**src/design/sawlc_ram.sv**
```systemverilog
// ----------------------------------------------------------------------------
// sawlc_ram
// generic single-write, single-read ram with registered read data
// ----------------------------------------------------------------------------
`default_nettype none
module sawlc_ram #(
  parameter int WIDTH = 8,
  parameter int DEPTH = 16
) (
  input  wire logic                             clk,
  input  wire logic                             we,
  input  wire logic [$clog2(DEPTH)-1:0]         waddr,
  input  wire logic [WIDTH-1:0]                 wdata,
  input  wire logic [$clog2(DEPTH)-1:0]         raddr,
  output      logic [WIDTH-1:0]                 rdata
);
  logic [WIDTH-1:0] mem [DEPTH];

  always_ff @(posedge clk) begin
    if (we) begin
      mem[waddr] <= wdata;
    end
    rdata <= mem[raddr];
  end
endmodule
`default_nettype wire

```
**config.mk**
```make
export PLATFORM = sky130hd
export DESIGN_NAME = sawlc_ram
export DESIGN_NICKNAME = d
export VERILOG_FILES = /design/src/design/sawlc_ram.sv
export SDC_FILE = /design/constraint.sdc
export NUM_CORES = 1
export LEC_CHECK = 0
export ABC_AREA = 1
export BUFFER_PORTS_ARGS = -buffer_cell sky130_fd_sc_hd__buf_4
export CAP_MARGIN = 20
export CORE_MARGIN = 1
export CORE_UTILIZATION = 65
export DETAILED_ROUTE_END_ITERATION = 12
export HOLD_SLACK_MARGIN = 0.12
export PLACE_DENSITY = 0.84
export SKIP_CTS_REPAIR_TIMING = 1
export SLEW_MARGIN = 20
export SYNTH_ARGS = -nofsm -noshare
export SYNTH_HDL_FRONTEND = slang
export SYNTH_SLANG_ARGS = --single-unit
```
**constraint.sdc**
```tcl
create_clock -name clk -period 2.4 [get_ports clk]
set_input_delay 0.24 -clock clk [delete_from_list [all_inputs] [get_ports clk]]
set_output_delay 0.24 -clock clk [all_outputs]
set_load 0.005 [all_outputs]
```
# --- Yosys cells after proc, flatten, opt, wreduce, memory -nomap -nowiden ---
# Memories as Yosys holds them, arrays and structs flattened. A register that Yosys moved wholly into a read port is not among the register bits.
# Cells that the tools add are included.
word_totals:
  reg_bits: 0
  ramBits: 128
  input_bits: 18
  out_inout_bits: 8
  wordCells: 3
  memories: 1
memory_table:
  columns: ["name", "depth", "width", "read_ports", "rd_clocked_by_memory_dff", "write_ports", "line_no", "source"]
  rows:
  - ["mem", 16, 8, 1, 1, 1, "17", "logic [WIDTH-1:0] mem [DEPTH];"]
classes:
  muxes: 2
op_table:
  columns: ["operator", "n"]
  rows:
  - ["$mux 1", 2]

# --- Depth between registers and ports, before layout ---
# Gate-level depths: netlist (run 1).
logic_depth:
  ltp_word: 2
  mapped_depth: 8
  mapped_depth_nobuf: 7

# --- Worst setup path before layout (run 1) ---
# Ideal clock, no wire load.
synth_timing:
  path_kind: "input to register"
  start: "in waddr[2]"
  end: "mem mem[10][0], enable pin"
  setup_ns: 0.370
  t_arrival_ns: 0.821
  required_time_ns: 2.030
  setup_slack_ns: 1.209
  stages: 2
  n_path_buf: 0
  path_cell_list: "nand3b_1 nor2_1"
synth_lines:
  columns: ["element", "line_no", "source"]
  rows:
  - ["start: declaration", "12", "input wire logic [$clog2(DEPTH)-1:0] waddr,"]
  - ["end: declaration", "17", null]
# No word-level cell before the write port.

# --- Worst setup path after layout (run 1) ---
layout_timing:
  start: "reg rdata[3], read port of mem"
  end: "out rdata[3]"
layout_lines:
  columns: ["element", "line_no", "source"]
  rows:
  - ["start: declaration", "15", "output logic [WIDTH-1:0] rdata"]
# No word-level cell between the ends.

==> key figures, run 1 <==
Detailed routing
  • Vias: 3930
  • Avg WL per Cell: about 18 um
  • Antenna viol nets, final: 0
  • 1st-iter DRT viols: between 400 and 500
  • Drc violations: 0
  • Final WL: roughly 13000 um
  • Vias/cell: about 5.6
  • DRT Pass-1 Iters: 5

Die
  • Core Region: 8380 um2
  • Die width: 96.2 um
  • DIE AREA: ~9300 um2
  • I/O Pins: 26
  • Num rows: 33
  • Starting density of the core: 0.688
  • Die Span Y: just under 100 um

Place
  • GP Congestion: 0.885
  • Port bufs: 25
  • Setup Slack @ Placement: 774 ps
  • Hpwl dp: ~7400 um
  • Placed Instance Area: ~6000 um2
  • Placed cell count: roughly 660

Critical path
  • Critical path buffers and inverters: 1
  • Worst Path Max Fanout: 1
  • CP Capture Type: primary output
  • CP Launch Type: register
  • Critical Path AT: between 1000 and 1500 ps
  • WP data required: 2160 ps
  • Slowest library cell on the worst path: dfxtp_1
  • CP peak stage delay: around 370 ps
  • Crit-path cells: buf_4
  • Crit path max-delay family: flip-flops
  • Crit path kind: reg -> out

Clock network
  • H-tree depth reported by CTS: 4
  • Clk sinks: 136
  • Clock Latency Late Sink: ~520 ps
  • Root Buffer: clkbuf_8
  • CTS clk-pin slew, worst paths: 60 ps
  • TritonCTS clock tree: done
  • Longest Clk Path Bufs: 2
  • CTS buffer count: 17

Cells and area
  • Filler cells: ~490
  • Layout Utilization: 0.793
  • Post-Layout Cell Count: 701
  • Design area: 6650 um2
  • Nets: 602
  • Number of inserted diodes: 0
  • Area grow syn2layout: 15.3%
  • Ratio of cells with drive above 1 in the final layout: 0.0990

GRT
  • Largest net degree at the start of global routing: 65
  • Vias in the first global route: ~3800
  • Grt met3 use: 0.0719
  • Overall Global Routing Usage: 0.309
  • Global route total overflow: 0
  • Initial antenna violation count: 0
  • Global routing's busiest layer: met2
  • Global-route wire length before repair: just under 20000 um
  • Global routing usage on met1: 0.406
  • Grt met2 use: 0.501

Synth
  • Post-synthesis cell count: between 500 and 600
  • Yosys Warn Count: 0
  • Flops & latches, synth: between 100 and 150
  • Number of synthesized flops with an enable pin: 128
  • Async SR Flop Fraction: 0
  • Most frequent cells after synthesis: 173 x nand2_1, 128 x edfxtp_1, 100 x inv_1
  • Most common cell in the synthesized netlist: nand2_1
  • Top cells by area, synth: edfxtp_1 67%, nand2_1 11%, nand3_1 8.4%, inv_1 6.5%, dfxtp_1 2.8%
  • Seq/Total Area, Yosys: 0.694
  • Mapped Area: approximately 5800 um2
  • Main synth FF type: edfxtp_1
  • Syn_area_per_cell: between 10 and 15 um2
  • Synthesized Nets: between 500 and 600
  • Share of the synthesized area in the top cell type: 0.667
  • Largest area contributor in the netlist: edfxtp_1
  • Netlist cell types: 12

Timing
  • Relative slew slack: 0.440
  • Setup-failing EPs final: 0
  • Final min period: 1260 ps
  • Pins Over Slew Limit: 0
  • Total negative slack: 0 ps
  • Fin Clk Skew: 5.21 ps
  • Fmax: 794 MHz
  • Final setup margin: about 1100 ps
  • Worst-Margin Slew: 837 ps
  • Crit share post-route: 0.525
  • RSZ-0062 raised after global routing: false
  • Hold Vio Cnt, Final: 0

Hold path
  • HP Class: in -> reg

Run status
  • Run status: finished, final reports clean

Power and ir drop
  • Lkg Pwr: 2.88 nW
  • Power Density: about 850 nW/um2
  • Worst IR drop on VDD: 0.000658 V

Run
  • Max_cap viols: 0
[cell type report]
type / count / area [um2] / area share
clock buffer: 18 / 418 / 0.0628
clock inverter: 13 / 180 / 0.0271
inverter: 102 / 383 / 0.0576
multi-input combinational: 289 / 1210 / 0.183
sequential: 136 / 4000 / 0.602
tap: 105 / 131 / 0.0198
timing repair buffer: 38 / 320 / 0.0482
[per-layer routing]
metal,up-vias,routed length [um]
li1,1837,-
met1,1814,4810
met2,249,6380
met3,30,1400
met4,0,307
met5,-,0
[path summary, 6_finish.rpt]
path                            startpoint  endpoint  cells after the start  slack (ps)
worst min register to register  mem[12][2]  rdata[2]                      6         670
worst min-delay path              raddr[2]  rdata[2]                      4         160
worst max register to register   mem[9][6]  rdata[6]                      6        1370
worst max-delay path              rdata[3]  rdata[3]                      1        1140
[sequential cells by signal (all words and copies together), names as in the netlist]
name,flops
mem,128
rdata,8
[where the power goes]
| part | leakage (nW) | switching, mW | internal, mW |
|---|---|---|---|
| Clock | 0.278 | 0.953 | 1.67 |
| Combinational | 1.37 | 0.226 | 0.112 |
| Sequential | 1.22 | 0.0204 | 2.66 |
| Total | 2.88 | 1.20 | 4.44 |
[per-stage QoR]
step / hold WS [ps] / total power, mW
finish: 162 / 5.64
global route: 170 / 5.78
global placement: 561 / 3.03
CTS: 33.8 / 5.63
floorplan: 339 / 2.91
detailed placement: 567 / 3.04
[layout by cell type, fill, tap and decap left out, types with 2 or more instances in the layout]
master,synthesis,final
edfxtp_1,128,128
clkbuf_16,0,16
buf_4,4,28
bufinv_16,0,4
nand3b_1,2,2
dlygate4sd3_1,0,9
inv_2,2,2
nand3_1,97,97
inv_1,100,100
nor2_1,17,17
clkinv_4,0,2
clkinvlp_4,0,4
dfxtp_1,8,8
nand2_1,173,173
clkinv_1,0,2
[logic make-up (layout without fill, tap and decap cells)]
kind of cell,after synthesis,count (layout),share of synthesized area
buffers and inverters,126,171,0.0952
AND/OR/NAND/NOR,289,289,0.210
flip-flops,136,136,0.694
No activity file was read; power rests on OpenSTA's default activity.
==> run 2: changes to the inputs <==
--- a/config.mk
+++ b/config.mk
@@ -9,10 +9,10 @@
 export BUFFER_PORTS_ARGS = -buffer_cell sky130_fd_sc_hd__buf_4
 export CAP_MARGIN = 20
 export CORE_MARGIN = 1
-export CORE_UTILIZATION = 65
+export CORE_UTILIZATION = 61
 export DETAILED_ROUTE_END_ITERATION = 12
 export HOLD_SLACK_MARGIN = 0.12
-export PLACE_DENSITY = 0.84
+export PLACE_DENSITY = 0.79
 export SKIP_CTS_REPAIR_TIMING = 1
 export SLEW_MARGIN = 20
 export SYNTH_ARGS = -nofsm -noshare
==> constraint.sdc (replaced) <==
create_clock -name clk -period 1.26 [get_ports clk]
set_input_delay 0.126 -clock clk [delete_from_list [all_inputs] [get_ports clk]]
set_output_delay 0.126 -clock clk [all_outputs]
set_load 0.005 [all_outputs]
==> run 2 against run 1 <==
Net effect:
- routed wire length shrank 1.7%
- setup slack lost 1100 ps
- critical path depth grew 6
- clock power grew 86%
- design area grew 3.1%
- largest power group unchanged
- non-clock buffer count grew 20
==> key figures, run 2 (synthesis gave the netlist of run 1 again) <==
Detailed routing
  • Avg WL per Cell: 17.4 um
  • Final WL: about 13000 um
  • 1st-iter DRT viols: 404
  • Drc violations: 0
  • Vias/cell: between 5 and 6
  • Vias: 3962
  • DRT Pass-1 Iters: 6
  • Antenna viol nets, final: 0

Place
  • Setup Slack @ Placement: between 90 and 100 ps
  • GP Congestion: between 0.7 and 0.8
  • Placed Instance Area: a little over 6000 um2
  • Hpwl dp: ~7400 um
  • Port bufs: 25

Cells and area
  • Top reg by flops: mem
  • Largest register FFs: between 100 and 150
  • Area grow syn2layout: 18.9%
  • Design area: about 6900 um2
  • Commonest cells after routing, fill and taps aside: 173 x nand2_1, 128 x edfxtp_1, 100 x inv_1, 97 x nand3_1, 43 x buf_4
  • Filler cells: 574
  • Ratio of cells with drive above 1 in the final layout: 0.131
  • Largest regs: mem (128), rdata (8)
  • Number of inserted diodes: 0
  • Nets: a little over 600
  • Leading cell type in the layout, fill and taps excluded: nand2_1

Power and ir drop
  • Worst IR drop on VDD: just over 0.001 V
  • Power Density: 1560 nW/um2
  • Lkg Pwr: roughly 3.0 nW
  • Power consumption: ~11 mW

Clock network
  • Longest Clk Path Bufs: 2
  • Clock Latency Late Sink: roughly 530 ps
  • CTS clk-pin slew, worst paths: approximately 60 ps
  • Root Buffer: clkbuf_8
  • Clk sinks: approximately 140
  • CTS buffer count: 17
  • H-tree depth reported by CTS: 4
  • TritonCTS clock tree: done

Timing
  • RSZ-0062 raised after global routing: false
  • Total negative slack: 0 ps
  • Fmax: around 850 MHz
  • Fin Clk Skew: 11.3 ps
  • WHS: 178 ps
  • Crit share post-route: 0.938
  • Hold Vio Cnt, Final: 0
  • Setup-failing EPs final: 0
  • Final setup margin: 77.5 ps
  • Final min period: ~1200 ps
  • Worst-Margin Slew: ~320 ps
  • Pins Over Slew Limit: 0
  • Relative slew slack: 0.784

Critical path
  • WP data required: roughly 1700 ps
  • Critical Path AT: 1590 ps
  • Worst Path Max Fanout: 17
  • CP Capture Type: register
  • CP Launch Type: input pin
  • Crit path kind: in -> reg

GRT
  • Largest net degree at the start of global routing: 65
  • Overall Global Routing Usage: 0.280
  • Vias in the first global route: between 3000 and 4000
  • Global-route wire length before repair: between 15000 and 20000 um
  • Global route total overflow: 0
  • Initial antenna violation count: 0

Die
  • DIE AREA: 9850 um2
  • Die Span Y: just under 100 um
  • Die width: just under 100 um
  • Num rows: 35
  • Core Region: approximately 9200 um2
  • I/O Pins: 26
  • Starting density of the core: 0.627

Run
  • Max_cap viols: 0

Run status
  • Run status: finished, final reports clean

Hold path
  • HP Class: in -> reg
-- run 2: cell count changes in the layout (fill, tap and decap cells not counted), moves of 2 or more --
cell / change
buf_4: +15
inv_6: +2
clkinv_1: -2
buf_12: +4
-- run 2: worst max-delay path, cell delays in order --
cell	delay, ps
dlygate4sd3_1	540
buf_4	210
inv_1	80
buf_4	220
nand3_1	160
nand3_1	170
nand2_1	80
-- run 2: metal layers --
metal	vias to the layer above	part of all wire	track usage
li1	1880	-	-
met1	1839	0.40	0.388
met2	222	0.49	0.434
met3	21	0.091	0.0668
met4	0	0.024	0.114
met5	-	0	0
-- run 2: worst paths after layout --
path | cells past startpoint | start | end | slack (ps)
setup / recovery | 7 | raddr[2] | rdata[3] | 80
hold / removal | 8 | raddr[0] | rdata[6] | 180
setup reg to reg | 6 | mem[3][7] | rdata[7] | 170
hold reg to reg | 6 | mem[10][6] | rdata[6] | 670
-- run 2: power breakdown --
group          internal, mW  switching (mW)  leakage, nW
sequential             5.06          0.0320         1.22
combinational         0.253           0.440         1.50
clock                  3.02            1.86        0.278
total                  8.33            2.33         3.00
-- run 2: area by class of cell --
cell class              instances  area, um2  share of cell area
inverters                     102        383              0.0559
repair buffers                 58        523              0.0763
clock inverters                14        174              0.0254
multi-input cells             289       1210               0.177
clock buffers                  18        418              0.0610
flip-flops and latches        136       4000               0.584
well taps                     111        139              0.0203
-- run 2: per-stage QoR --
step | util | instances
final | 0.745 | 728
after global routing | 0.745 | 728
after detailed placement | 0.670 | 686
after floorplan | - | 551
after CTS | 0.734 | 718
after global placement | 0.670 | 686
==> run 3: changes to the inputs <==
--- a/config.mk
+++ b/config.mk
@@ -12,6 +12,7 @@
 export CORE_UTILIZATION = 61
 export DETAILED_ROUTE_END_ITERATION = 12
 export HOLD_SLACK_MARGIN = 0.12
+export MAX_ROUTING_LAYER = met4
 export PLACE_DENSITY = 0.79
 export SKIP_CTS_REPAIR_TIMING = 1
 export SLEW_MARGIN = 20
==> run 3 against run 2 <==
Net effect:
- via count is 0.91% higher
- worst hold slack better by 6.5 ps
- clock power hardly changed
==> key figures, run 3 (synthesis gave the netlist of run 1 again) <==
Cells and area
  • Commonest cells after routing, fill and taps aside: 173 x nand2_1, 128 x edfxtp_1, 100 x inv_1, 97 x nand3_1, 43 x buf_4
  • Top reg by flops: mem
  • Number of inserted diodes: 0
  • Nets: 622
  • Design area: around 7000 um2
  • Filler cells: 574
  • Largest regs: mem (128), rdata (8)
  • Area grow syn2layout: 18.9%
  • Ratio of cells with drive above 1 in the final layout: 0.131
  • Leading cell type in the layout, fill and taps excluded: nand2_1
  • Largest register FFs: between 100 and 150

Timing
  • Crit share post-route: 0.927
  • Worst-Margin Slew: ~320 ps
  • Final min period: around 1200 ps
  • Setup-failing EPs final: 0
  • Fmax: roughly 860 MHz
  • Pins Over Slew Limit: 0
  • Fin Clk Skew: around 11 ps
  • RSZ-0062 raised after global routing: false
  • Relative slew slack: 0.788
  • Total negative slack: 0 ps
  • Hold Vio Cnt, Final: 0

GRT
  • Overall Global Routing Usage: 0.289
  • Vias in the first global route: roughly 3600
  • Largest net degree at the start of global routing: 65
  • Initial antenna violation count: 0
  • Global route total overflow: 0
  • Global-route wire length before repair: around 20000 um

Die
  • Die width: 99.2 um
  • I/O Pins: 26
  • Core Region: roughly 9200 um2
  • Starting density of the core: 0.627
  • DIE AREA: 9850 um2
  • Die Span Y: 99.2 um
  • Num rows: 35

Place
  • Placed Instance Area: between 6000 and 7000 um2
  • GP Congestion: ~0.79
  • Hpwl dp: 7380 um
  • Port bufs: 25

Clock network
  • Clock Latency Late Sink: about 530 ps
  • H-tree depth reported by CTS: 4
  • Longest Clk Path Bufs: 2
  • CTS clk-pin slew, worst paths: ~60 ps
  • Clk sinks: between 100 and 150
  • Root Buffer: clkbuf_8
  • TritonCTS clock tree: done
  • CTS buffer count: 17

Critical path
  • CP Launch Type: input pin
  • Crit path kind: in -> reg
  • Critical Path AT: around 1600 ps
  • Worst Path Max Fanout: 17
  • CP Capture Type: register
  • WP data required: about 1700 ps

Run status
  • Run status: finished, final reports clean

Detailed routing
  • Avg WL per Cell: approximately 18 um
  • Vias: about 4000
  • 1st-iter DRT viols: between 400 and 500
  • Drc violations: 0
  • DRT Pass-1 Iters: 7
  • Vias/cell: 5.49
  • Final WL: ~13000 um
  • Antenna viol nets, final: 0

Run
  • Max_cap viols: 0

Hold path
  • HP Class: in -> reg

Power and ir drop
  • Lkg Pwr: roughly 3.0 nW
  • Worst IR drop on VDD: 0.00103 V
  • Power Density: between 1500 and 2000 nW/um2
## run 3: cell counts in the layout (fill, tap and decap cells not counted)
No cell type changed its count.
## run 3: layer usage
layer	track usage	share of wire	vias up
li1	-	-	1877
met2	0.435	0.48	221
met1	0.385	0.40	1870
met4	0.104	0.023	0
met5	-	0	-
met3	0.0752	0.096	30
## run 3: stage by stage
step           hold slack (ps)  utilization  setup slack (ps)  power [mW]  instances
2_1_floorplan              225            -               183        5.54        551
3_3_place_gp               448        0.670               114        5.82        686
3_5_place_dp               454        0.670              93.1        5.84        686
4_1_cts                  -89.0        0.734               104        10.7        718
5_1_grt                    228        0.745              46.9        11.0        728
6_report                   185        0.745              92.1        10.7        728
## run 3: path summary, 6_finish.rpt
check / start / endpoint / slack, ps / cells past startpoint
max: raddr[2] / rdata[3] / 90 / 7
min: raddr[1] / rdata[5] / 180 / 6
max reg2reg: mem[3][7] / rdata[7] / 190 / 6
min reg2reg: mem[10][6] / rdata[6] / 670 / 6
## run 3: report_power, final
| group | switching, mW | leakage [nW] | internal, mW |
|---|---|---|---|
| clock | 1.87 | 0.278 | 3.02 |
| combinational | 0.441 | 1.50 | 0.253 |
| sequential | 0.0323 | 1.22 | 5.06 |
## run 3: worst max-delay path, cell delays in order
cell	delay, ps
dlygate4sd3_1	540
buf_4	210
inv_1	80
buf_4	210
nand3_1	150
nand3_1	170
nand2_1	70
## run 3: final cells by class
type | instances | area, um2 | share of cell area
Clock buffer | 18 | 418 | 0.0610
Clock inverter | 14 | 174 | 0.0254
Inverter | 102 | 383 | 0.0559
Multi-Input combinational cell | 289 | 1210 | 0.177
Sequential cell | 136 | 4000 | 0.584
Tap cell | 111 | 139 | 0.0203
Timing Repair Buffer | 58 | 523 | 0.0763
